### config.mk
export PLATFORM = sky130hd
export DESIGN_NAME = des_round
export DESIGN_NICKNAME = d
export VERILOG_FILES = /design/src/hw/rtl/des_block_encrypt_unit_assert.svh /design/src/hw/rtl/des_pkg.sv /design/src/hw/rtl/des_round.sv
export SDC_FILE = /design/constraint.sdc
export NUM_CORES = 1
export LEC_CHECK = 0
export BUFFER_PORTS_ARGS = -buffer_cell sky130_fd_sc_hd__clkbuf_2
export CAP_MARGIN = 0
export CORE_ASPECT_RATIO = 1.1
export CORE_UTILIZATION = 27
export DETAILED_ROUTE_END_ITERATION = 7
export PLACE_DENSITY = 0.52
export SYNTH_ARGS = -nofsm -noshare
export SYNTH_HDL_FRONTEND = slang
export SYNTH_SLANG_ARGS = --single-unit
### constraint.sdc
create_clock -name clk -period 3.6 [get_ports clk]
set_input_delay 0.36 -clock clk [delete_from_list [all_inputs] [get_ports clk]]
set_output_delay 0.36 -clock clk [all_outputs]
set_load 0.01 [all_outputs]
### src/hw/rtl/des_block_encrypt_unit_assert.svh
// Assertion macros for the DES encrypt unit.
// Used by the top level; no other dependencies.
`ifndef DES_BLOCK_ENCRYPT_UNIT_ASSERT_SVH
`define DES_BLOCK_ENCRYPT_UNIT_ASSERT_SVH
`ifndef ASSERT_OFF
`define DES_ASSERT_CLK(label, clk, rst_n, prop, msg) \
  label: assert property (@(posedge clk) disable iff (!rst_n) prop) else $error(msg);
`define DES_ASSERT_RST(label, clk, prop, msg) \
  label: assert property (@(posedge clk) prop) else $error(msg);
`else
`define DES_ASSERT_CLK(label, clk, rst_n, prop, msg)
`define DES_ASSERT_RST(label, clk, prop, msg)
`endif
`endif

### src/hw/rtl/des_pkg.sv
// Constants, tables and helper functions for the DES encrypt unit.
// No dependencies; used by the round module and the top level.
package des_pkg;
  localparam int unsigned BlockW = 64;
  localparam int unsigned HalfW  = 32;
  localparam int unsigned SubW   = 48;
  localparam int unsigned CdW    = 28;

  typedef logic [BlockW-1:0] block_t;
  typedef logic [HalfW-1:0]  half_t;
  typedef logic [SubW-1:0]   subkey_t;
  typedef logic [CdW-1:0]    cd_t;

  typedef struct packed {
    half_t l;
    half_t r;
    cd_t   c;
    cd_t   d;
  } round_state_t;

  localparam byte unsigned TAB_IP [64] = '{
    58,50,42,34,26,18,10,2, 60,52,44,36,28,20,12,4,
    62,54,46,38,30,22,14,6, 64,56,48,40,32,24,16,8,
    57,49,41,33,25,17,9,1,  59,51,43,35,27,19,11,3,
    61,53,45,37,29,21,13,5, 63,55,47,39,31,23,15,7};
  localparam byte unsigned TAB_FP [64] = '{
    40,8,48,16,56,24,64,32, 39,7,47,15,55,23,63,31,
    38,6,46,14,54,22,62,30, 37,5,45,13,53,21,61,29,
    36,4,44,12,52,20,60,28, 35,3,43,11,51,19,59,27,
    34,2,42,10,50,18,58,26, 33,1,41,9,49,17,57,25};
  localparam byte unsigned TAB_E [48] = '{
    32,1,2,3,4,5, 4,5,6,7,8,9, 8,9,10,11,12,13, 12,13,14,15,16,17,
    16,17,18,19,20,21, 20,21,22,23,24,25, 24,25,26,27,28,29, 28,29,30,31,32,1};
  localparam byte unsigned TAB_P [32] = '{
    16,7,20,21,29,12,28,17, 1,15,23,26,5,18,31,10,
    2,8,24,14,32,27,3,9, 19,13,30,6,22,11,4,25};
  localparam byte unsigned TAB_PC1 [56] = '{
    57,49,41,33,25,17,9,1, 58,50,42,34,26,18,10,2,
    59,51,43,35,27,19,11,3, 60,52,44,36,
    63,55,47,39,31,23,15,7, 62,54,46,38,30,22,14,6,
    61,53,45,37,29,21,13,5, 28,20,12,4};
  localparam byte unsigned TAB_PC2 [48] = '{
    14,17,11,24,1,5, 3,28,15,6,21,10, 23,19,12,4,26,8, 16,7,27,20,13,2,
    41,52,31,37,47,55, 30,40,51,45,33,48, 44,49,39,56,34,53, 46,42,50,36,29,32};
  localparam byte unsigned TAB_SHIFT [16] = '{1,1,2,2,2,2,2,2,1,2,2,2,2,2,2,1};
  localparam byte unsigned TAB_SBOX [8][64] = '{
    '{14,4,13,1,2,15,11,8,3,10,6,12,5,9,0,7,
      0,15,7,4,14,2,13,1,10,6,12,11,9,5,3,8,
      4,1,14,8,13,6,2,11,15,12,9,7,3,10,5,0,
      15,12,8,2,4,9,1,7,5,11,3,14,10,0,6,13},
    '{15,1,8,14,6,11,3,4,9,7,2,13,12,0,5,10,
      3,13,4,7,15,2,8,14,12,0,1,10,6,9,11,5,
      0,14,7,11,10,4,13,1,5,8,12,6,9,3,2,15,
      13,8,10,1,3,15,4,2,11,6,7,12,0,5,14,9},
    '{10,0,9,14,6,3,15,5,1,13,12,7,11,4,2,8,
      13,7,0,9,3,4,6,10,2,8,5,14,12,11,15,1,
      13,6,4,9,8,15,3,0,11,1,2,12,5,10,14,7,
      1,10,13,0,6,9,8,7,4,15,14,3,11,5,2,12},
    '{7,13,14,3,0,6,9,10,1,2,8,5,11,12,4,15,
      13,8,11,5,6,15,0,3,4,7,2,12,1,10,14,9,
      10,6,9,0,12,11,7,13,15,1,3,14,5,2,8,4,
      3,15,0,6,10,1,13,8,9,4,5,11,12,7,2,14},
    '{2,12,4,1,7,10,11,6,8,5,3,15,13,0,14,9,
      14,11,2,12,4,7,13,1,5,0,15,10,3,9,8,6,
      4,2,1,11,10,13,7,8,15,9,12,5,6,3,0,14,
      11,8,12,7,1,14,2,13,6,15,0,9,10,4,5,3},
    '{12,1,10,15,9,2,6,8,0,13,3,4,14,7,5,11,
      10,15,4,2,7,12,9,5,6,1,13,14,0,11,3,8,
      9,14,15,5,2,8,12,3,7,0,4,10,1,13,11,6,
      4,3,2,12,9,5,15,10,11,14,1,7,6,0,8,13},
    '{4,11,2,14,15,0,8,13,3,12,9,7,5,10,6,1,
      13,0,11,7,4,9,1,10,14,3,5,12,2,15,8,6,
      1,4,11,13,12,3,7,14,10,15,6,8,0,5,9,2,
      6,11,13,8,1,4,10,7,9,5,0,15,14,2,3,12},
    '{13,2,8,4,6,15,11,1,10,9,3,14,5,0,12,7,
      1,15,13,8,10,3,7,4,12,5,6,11,0,14,9,2,
      7,11,4,1,9,12,14,2,0,6,10,13,15,3,5,8,
      2,1,14,7,4,10,8,13,15,12,9,0,3,5,6,11}};

  // Table bit 1 is the MSB of the source word.
  function automatic block_t ip_perm(block_t v);
    block_t res;
    for (int k = 0; k < 64; k++) res[63-k] = v[64-TAB_IP[k]];
    return res;
  endfunction

  function automatic block_t fp_perm(block_t v);
    block_t res;
    for (int k = 0; k < 64; k++) res[63-k] = v[64-TAB_FP[k]];
    return res;
  endfunction

  function automatic logic [55:0] pc1_perm(block_t v);
    logic [55:0] res;
    for (int k = 0; k < 56; k++) res[55-k] = v[64-TAB_PC1[k]];
    return res;
  endfunction

  function automatic subkey_t pc2_perm(logic [55:0] v);
    subkey_t res;
    for (int k = 0; k < 48; k++) res[47-k] = v[56-TAB_PC2[k]];
    return res;
  endfunction

  function automatic cd_t rot28(cd_t c, int unsigned s);
    return (s == 1) ? {c[CdW-2:0], c[CdW-1]} : {c[CdW-3:0], c[CdW-1:CdW-2]};
  endfunction

  function automatic half_t feistel(half_t r, subkey_t sub);
    subkey_t x;
    half_t s;
    half_t res;
    logic [5:0] six;
    for (int k = 0; k < 48; k++) x[47-k] = r[32-TAB_E[k]];
    x = x ^ sub;
    for (int b = 0; b < 8; b++) begin
      six = x[47-6*b -: 6];
      s[31-4*b -: 4] = 4'(TAB_SBOX[b][{six[5], six[0], six[4:1]}]);
    end
    for (int k = 0; k < 32; k++) res[31-k] = s[32-TAB_P[k]];
    return res;
  endfunction
endpackage

### src/hw/rtl/des_round.sv
// One DES round stage: key rotation, round function, half swap, register.
// Depends on des_pkg.
module des_round #(
  parameter int unsigned ROUND_IDX = 0
) (
  input  logic                      clk,
  input  logic                      rst_n,
  input  logic                      en,
  input  logic                      vld_in,
  input  des_pkg::round_state_t     st_in,
  output logic                      vld_out,
  output des_pkg::round_state_t     st_out
);
  import des_pkg::*;

  round_state_t st_nxt;
  round_state_t st_r;
  logic         vld_r;

  always_comb begin
    st_nxt.c = rot28(st_in.c, TAB_SHIFT[ROUND_IDX]);
    st_nxt.d = rot28(st_in.d, TAB_SHIFT[ROUND_IDX]);
    st_nxt.l = st_in.r;
    st_nxt.r = st_in.l ^ feistel(st_in.r, pc2_perm({st_nxt.c, st_nxt.d}));
  end

  always_ff @(posedge clk) begin
    if (!rst_n) begin
      vld_r <= 1'b0;
    end else if (en) begin
      vld_r <= vld_in;
    end
  end

  always_ff @(posedge clk) begin
    if (en) begin
      st_r <= st_nxt;
    end
  end

  assign vld_out = vld_r;
  assign st_out  = st_r;
endmodule

==> results of run 1 <==
[power by group through the flow]
stage	Clock (mW)	Sequential (mW)	Combinational [mW]
2_1_floorplan	0	1.92	1.10
3_3_place_gp	0	1.83	1.80
3_5_place_dp	0	1.83	1.82
4_1_cts	2.02	1.80	1.82
5_1_grt	2.07	1.82	2.01
6_report	1.95	1.80	1.81
[metal layers]
layer,global-route usage (%),wire [um]
met5,0,0
met4,4.183,153
met3,3.560,1581
met2,23.25,11720
met1,18.66,11290
[kinds of logic (layout without fill, tap and decap cells)]
group,Yosys count,in the layout
mux,60,60
buf+inv,74,355
compound gates,205,205
flops,121,121
xor+xnor,124,124
simple gates,187,187
fa+ha+maj,62,62
other cells,0,1
[cells in the mapped netlist, types with 28 or more instances]
cell type	n
sky130_fd_sc_hd__ha_1	62
sky130_fd_sc_hd__edfxtp_1	120
sky130_fd_sc_hd__inv_1	33
sky130_fd_sc_hd__xor2_1	53
sky130_fd_sc_hd__xnor2_1	61
sky130_fd_sc_hd__o21ai_0	34
sky130_fd_sc_hd__nor2_1	58
sky130_fd_sc_hd__nand3_1	30
sky130_fd_sc_hd__nand2_1	55
sky130_fd_sc_hd__o211ai_1	31
sky130_fd_sc_hd__a21oi_1	35
sky130_fd_sc_hd__mux2i_1	30
sky130_fd_sc_hd__nor3_1	28
[how the worst max path moves through the flow]
stage	slack, ns	endpoint	from
after global routing	0.81	st_out[84]$_DFFE_PP_	st_in[65]
after detailed placement	0.68	st_out[84]$_DFFE_PP_	st_in[65]
after floorplan	0.83	st_out[59]$_DFFE_PP_	st_in[10]
after CTS	1.15	st_out[84]$_DFFE_PP_	st_in[65]
final	1.07	st_out[84]$_DFFE_PP_	st_in[65]
after global placement	0.73	st_out[84]$_DFFE_PP_	st_in[65]
[area by class of cell]
type / count / area (um2)
timing repair buffer: 285 / 1548
antenna: 1 / 2.502
tap: 432 / 540.5
sequential: 121 / 3623
multi-input combinational: 638 / 5166
clock buffer: 19 / 432.9
fill: 3386 / 21520
inverter: 38 / 145.1
clock inverter: 13 / 217.7
[metrics by stage]
step | worst slack [ns] | power [mW]
global placement | 0.7344 | 3.632
floorplan | 0.8302 | 3.023
detailed placement | 0.6784 | 3.648
CTS | 1.146 | 5.648
finish | 1.073 | 5.557
global route | 0.8136 | 5.886
[worst max-delay path, delay by kind of cell]
kind                     cells  cell delay (ns)
AND/OR/NAND/NOR              2             0.39
AO/OA/AOI/OAI                2             0.41
XOR/XNOR                     2             0.71
buffers and inverters        2             0.47
adder cells (fa/ha/maj)      1             0.33
[registers in the layout, summed over array words and instances, names as in the netlist]
register / cells
vld_out: 1
st_out: 120
==> flow_summary.yaml, run 1 <==
yosys:
  ys_ff_latch: 121
  post_synth_xor_area_fraction_pct: 13.14
  number_of_nets_in_the_synthesized_netlist: 1019
  ys_top_cells_by_area: "sky130_fd_sc_hd__edfxtp_1, sky130_fd_sc_hd__ha_1, sky130_fd_sc_hd__mux4_2"
  async_reset_ff_share_pct: 0
  synth_top_area_share_pct: 39.64
  netlist_instances: 833
  synth_ff_type: "sky130_fd_sc_hd__edfxtp_1"
  largest_family_of_logic_cells_by_synthesized_area: "compound AO/OA/AOI/OAI gates"
  synth-edff-count: 120
  synth.yosys.seq_area_share_pct: 39.86
  postSynthAreaPerCell_um2: 10.91
  synth_warnings: 0
  post-synth-top-area-cell: "sky130_fd_sc_hd__edfxtp_1"
  synth_compound_gate_area_share_pct: 15.66
  yosysUniqueCellTypes: 61
  synth_simple_gate_area_share_pct: 8.960
  syn_area_um2: 9091
  post_synth_mux_area_share_pct: 10.53
  post_synth_adder_cell_area_pct: 8.533
timing:
  period_share_pct: 70.20
  timing.clock.skew_ns: 0
  worstMarginPinSlew_ns: 1.224
  max_slew_vio_count: 0
  setup_viol: 0
  clock.fmax_mhz: 395.7
  slew-limit-headroom_pct: 17.82
  rsz_0062_raised_after_global_routing: "no"
  hold_slack_ns: 0.1075
  timing.final.crit_period_ns: 2.527
  tns_ns: 0
  final_hold_violations: 0
global_route:
  global_route.usage.total_pct: 14.34
  vias_in_the_first_global_route: 7274
  grt_pass1_wl_mm: 39.08
  number_of_antenna_violations_at_the_first_check_in_global_routing: 1
  global_route.overflow_total: 0
  largest_net_degree_at_the_start_of_global_routing: 73
route:
  detail_route.vias_per_cell: 4.889
  detail_route.iter0.violations: 430
  drt_wl_total_mm: 24.74
  drt.antenna.violating_nets: 0
  remaining_drc_errors: 0
  detail_route.first_pass.iterations: 7
  wl_per_cell_um: 15.99
  dr_total_vias: 7564
floorplanning:
  core_area_um2: 33190
  std_cell_rows: 70
  die_h_um: 194.5
  io-pin-count: 245
  die_w_um: 177.0
  fp.dieArea_um2: 34410
  initial_core_util_pct: 27.39
placement:
  gp_routability_congestion: 0.8591
  post-place-cells: 1514
  buffer_ports.inserted: 244
  instance_area_after_placement_um2: 11020
  detailed_placer_s_ending_hpwl_mm: 18.37
status:
  outcome: "finished, final reports clean"
cts:
  cts.sinks: 121
  htree_num_levels: 4
  post_cts_resized: 0
  tritoncts: "done"
  cts_root_buf: "sky130_fd_sc_hd__clkbuf_16"
  postCtsSetupBuffers: 0
  cts-buffers-inserted: 17
  clock_path_buffers: 2
  clkSlewWorstSetupHoldPaths_ns: 0.06
  holdBufCountCts: 0
  worstSkewPairLatency_ns: 0.42
setup_path:
  worstReg2RegStart: "vld_out$_SDFFE_PN0P_"
  timing.rr.end: "vld_out$_SDFFE_PN0P_"
  critical-path-top-cell-by-count: "sky130_fd_sc_hd__xor2_1"
  crit_path_start_kind: "input pin"
  critPathCaptureType: "register"
  critical_path_class: "in2reg"
  ff2ff_path_depth: 2
  critical_path_arrival_ns: 2.68
  max_stage_delay_ns: 0.62
  critical_path_required_ns: 3.75
  rrSetupSlack_ns: 3.01
  worstPathMaxFanout: 10
  critical_path.cell_chain: "clkbuf_2, xor2_1, inv_1, ha_1, and2_1, o311ai_0, a21oi_1, nor3_1, xor2_1"
  crit_path_top_delay_cell: "sky130_fd_sc_hd__xor2_1"
layout:
  final_util_pct: 35.18
  final_nets: 1287
  layout.cell_area.non_filler_um2: 11680
  share_of_final_layout_standard_cells_stronger_than_drive_strength_1_pct: 32.23
  layout_commonest_cell: "sky130_fd_sc_hd__clkbuf_2"
  final_cell_mix: "sky130_fd_sc_hd__clkbuf_2, sky130_fd_sc_hd__edfxtp_1, sky130_fd_sc_hd__ha_1, sky130_fd_sc_hd__xnor2_1, sky130_fd_sc_hd__nor2_1"
  post_layout_cell_count: 1547
  layout_overhead_on_the_synthesized_area_pct: 28.43
min_path:
  hold-path-endpoint: "st_out[13]$_DFFE_PP_"
  worst_hold_path_type: "in2reg"
  hp-start: "st_in[12]"
  min_delay_path_depth: 1
power_and_ir_drop:
  leakagePower_nw: 4.767
  power.sequential.fraction_pct: 32.4
  clkPwrFrac_pct: 35.1
  pwr_density_cell_nw_per_um2: 475.9
  vdd_ir_drop_max_mv: 0.2683
  power.net_switching_mw: 1.785
  power.internal_mw: 3.772
  comb_power_share_pct: 32.5
  netSwitchingFraction_pct: 32.11
run:
  max_cap_violations: 0
No activity file was read; power rests on OpenSTA's default activity.
==> run 2: changes to the inputs <==
- ABC_AREA: not set -> 1
- PLACE_DENSITY: 0.52 -> 0.53
- clock period: 3.6 -> 2.06 ns (I/O delays scaled with it)
==> flow_summary.yaml, run 2 <==
route:
  detail_route.vias_per_cell: 4.599
  detail_route.iter0.violations: 660
  remaining_drc_errors: 0
  wl_per_cell_um: 12.99
  detail_route.first_pass.iterations: 5
  dr_total_vias: 9884
  drt.antenna.violating_nets: 0
  drt_wl_total_mm: 27.93
layout:
  layout_overhead_on_the_synthesized_area_pct: 35.12
  final_nets: 1883
  largest_register_ff_count: 120
  n_fill_cell: 3636
  share_of_final_layout_standard_cells_stronger_than_drive_strength_1_pct: 21.23
  final_cell_mix: "sky130_fd_sc_hd__nand2_1, sky130_fd_sc_hd__nand3_1, sky130_fd_sc_hd__clkbuf_2, sky130_fd_sc_hd__inv_1, sky130_fd_sc_hd__edfxtp_1"
  layout_commonest_cell: "sky130_fd_sc_hd__nand2_1"
placement:
  gp_routability_congestion: 0.8875
  buffer_ports.inserted: 244
  detailed_placer_s_ending_hpwl_mm: 21.23
yosys:
  async_reset_ff_share_pct: 0
  yosysUniqueCellTypes: 22
  number_of_nets_in_the_synthesized_netlist: 1537
  postSynthAreaPerCell_um2: 7.065
  synth_top_area_share_pct: 37.75
  ys_top_cells_by_count: "sky130_fd_sc_hd__nand2_1, sky130_fd_sc_hd__nand3_1, sky130_fd_sc_hd__inv_1"
  netlist_instances: 1351
  post-synth-top-area-cell: "sky130_fd_sc_hd__edfxtp_1"
  syn_area_um2: 9545
  ys_top_cells_by_area: "sky130_fd_sc_hd__edfxtp_1, sky130_fd_sc_hd__nand2_1, sky130_fd_sc_hd__nand3_1"
  synth_warnings: 0
  ys_ff_latch: 121
  yosysMostFrequentCell: "sky130_fd_sc_hd__nand2_1"
  synth-edff-count: 120
  synth_ff_type: "sky130_fd_sc_hd__edfxtp_1"
  synth.yosys.seq_area_share_pct: 37.96
setup_path:
  critical_path_class: "in2reg"
  setup.worst_path.end: "st_out[69]$_DFFE_PP_"
  worstPathMaxFanout: 6
  max_stage_delay_ns: 0.54
  worstReg2RegStart: "vld_out$_SDFFE_PN0P_"
  timing.critical_path.max_delay_family: "buffers and inverters"
  critical_path.cell_chain: "dlygate4sd3_1, clkbuf_2, inv_1, nand2_1, nand2_1, buf_4, ha_1, inv_1, nand2_1, o21ai_0, o21bai_1, nand2_1, nand2_1, nand2_1, nand2_1, nand2_1"
  critPathCaptureType: "register"
  crit_path_start_kind: "input pin"
  ff2ff_path_depth: 3
  critical_path_required_ns: 2.25
  worst-path-buf-inv: 5
  timing.rr.end: "vld_out$_SDFFE_PN0P_"
  crit_path_start: "st_in[22]"
  critical-path-top-cell-by-count: "sky130_fd_sc_hd__nand2_1"
  critical_path_depth: 16
  rrSetupSlack_ns: 0.88
  critical_path_arrival_ns: 2.11
  crit_path_top_delay_cell: "sky130_fd_sc_hd__dlygate4sd3_1"
global_route:
  largest_net_degree_at_the_start_of_global_routing: 50
  global_route.overflow_total: 0
  grt_pass1_wl_mm: 44.55
  number_of_antenna_violations_at_the_first_check_in_global_routing: 1
  global_route.usage.total_pct: 15.47
  vias_in_the_first_global_route: 9081
power_and_ir_drop:
  pwr_density_cell_nw_per_um2: 689.3
  leakagePower_nw: 6.705
  vdd_ir_drop_max_mv: 0.5257
min_path:
  worst_hold_path_type: "in2reg"
  min_delay_path_depth: 1
timing:
  hold_slack_ns: 0.03561
  rsz_0062_raised_after_global_routing: "no"
  period_share_pct: 93.41
  timing.clock.skew_ns: 0
  worstMarginPinSlew_ns: 0.7091
  setup_viol: 0
  slew-limit-headroom_pct: 52.49
  max_slew_vio_count: 0
  tns_ns: 0
  clock.fmax_mhz: 519.7
  final_hold_violations: 0
  timing.final.crit_period_ns: 1.924
cts:
  tritoncts: "done"
  cts_root_buf: "sky130_fd_sc_hd__clkbuf_16"
  cts-buffers-inserted: 17
  worstSkewPairLatency_ns: 0.43
  clock_path_buffers: 2
  htree_num_levels: 4
  clkSlewWorstSetupHoldPaths_ns: 0.06
  cts.sinks: 121
floorplanning:
  io-pin-count: 245
  die_h_um: 199.2
  die_w_um: 181.3
  core_area_um2: 34470
  fp.dieArea_um2: 36110
  initial_core_util_pct: 27.69
  std_cell_rows: 71
status:
  outcome: "finished, final reports clean"
run:
  max_cap_violations: 0
[run 2: cell count changes in the layout (fill, tap and decap cells not counted), moves of 20 or more]
cell,change
sky130_fd_sc_hd__dlygate4sd3_1,+68
sky130_fd_sc_hd__xnor2_1,-47
sky130_fd_sc_hd__nand3_1,+250
sky130_fd_sc_hd__mux4_2,-27
sky130_fd_sc_hd__o211ai_1,-29
sky130_fd_sc_hd__nand3b_1,+20
sky130_fd_sc_hd__nor3_1,-28
sky130_fd_sc_hd__xor2_1,-50
sky130_fd_sc_hd__nor2_1,-48
sky130_fd_sc_hd__a21oi_1,-27
sky130_fd_sc_hd__mux2i_1,-30
sky130_fd_sc_hd__o21ai_0,-24
sky130_fd_sc_hd__inv_1,+90
sky130_fd_sc_hd__nand2_1,+565
[run 2: cell families after synthesis]
family,Yosys count,share of synthesized area (%)
simple gates,946,41.74
buf+inv,166,7.000
flops,121,37.96
fa+ha+maj,62,8.127
xor+xnor,31,3.788
compound gates,25,1.389
[run 2: report_power, final]
| part | total, mW | internal (mW) | leakage [nW] | switching [mW] |
|---|---|---|---|---|
| Clock | 2.98 | 1.83 | 0.281 | 1.14 |
| Sequential | 3.08 | 3.01 | 1.18 | 0.0672 |
| Combinational | 2.84 | 1.10 | 5.24 | 1.74 |
[run 2: metal layers]
metal	wire length, um	share of wire, %	global-route usage (%)	up-vias
li1	-	-	-	5078
met1	12490	45	18.90	4464
met2	13450	48	26.51	305
met3	1349	4.8	3.280	37
met4	642	2.3	6.183	0
met5	0	0	0	-
[run 2: timing repair]
item                       4_1_cts  5_1_grt
hold buffers                    68        0
gates resized for setup          0       25
setup buffers                    0        1
hold endpoints to repair        67        0
setup endpoints to repair        0       27
[run 2: metrics by stage]
stage / area [um2] / instances / util (%) / total power [mW] / setup slack [ns]
3_3_place_gp: 11520 / 2047 / 33.42 / 5.814 / 0.09862
4_1_cts: 12770 / 2147 / 37.04 / 8.989 / 0.06139
2_1_floorplan: 9545 / 1351 / - / 4.846 / 0.2759
3_5_place_dp: 11520 / 2047 / 33.42 / 5.815 / 0.09620
5_1_grt: 12900 / 2149 / 37.42 / 9.494 / 0.002051
6_report: 12900 / 2149 / 37.42 / 8.890 / 0.1357
[run 2: worst min-delay path by stage]
stage / start / endpoint / slack, ns
after global placement: st_in[12] / st_out[13]$_DFFE_PP_ / 0.39
after floorplan: en / vld_out$_SDFFE_PN0P_ / 0.30
final: st_in[48] / st_out[49]$_DFFE_PP_ / 0.04
after detailed placement: st_in[17] / st_out[18]$_DFFE_PP_ / 0.39
after global routing: st_in[21] / st_out[22]$_DFFE_PP_ / 0.007
after CTS: st_in[72] / st_out[104]$_DFFE_PP_ / 0.002
[run 2: layout make-up]
class	instances	area, um2	area share [%]
Inverter	136	510.5	3.958
Multi-Input combinational cell	1064	5369	41.63
Clock buffer	23	467.9	3.628
Timing Repair Buffer	357	2275	17.64
Antenna cell	1	2.502	0.01940
Clock inverter	9	101.3	0.7858
Tap cell	438	548.0	4.249
Sequential cell	121	3623	28.09
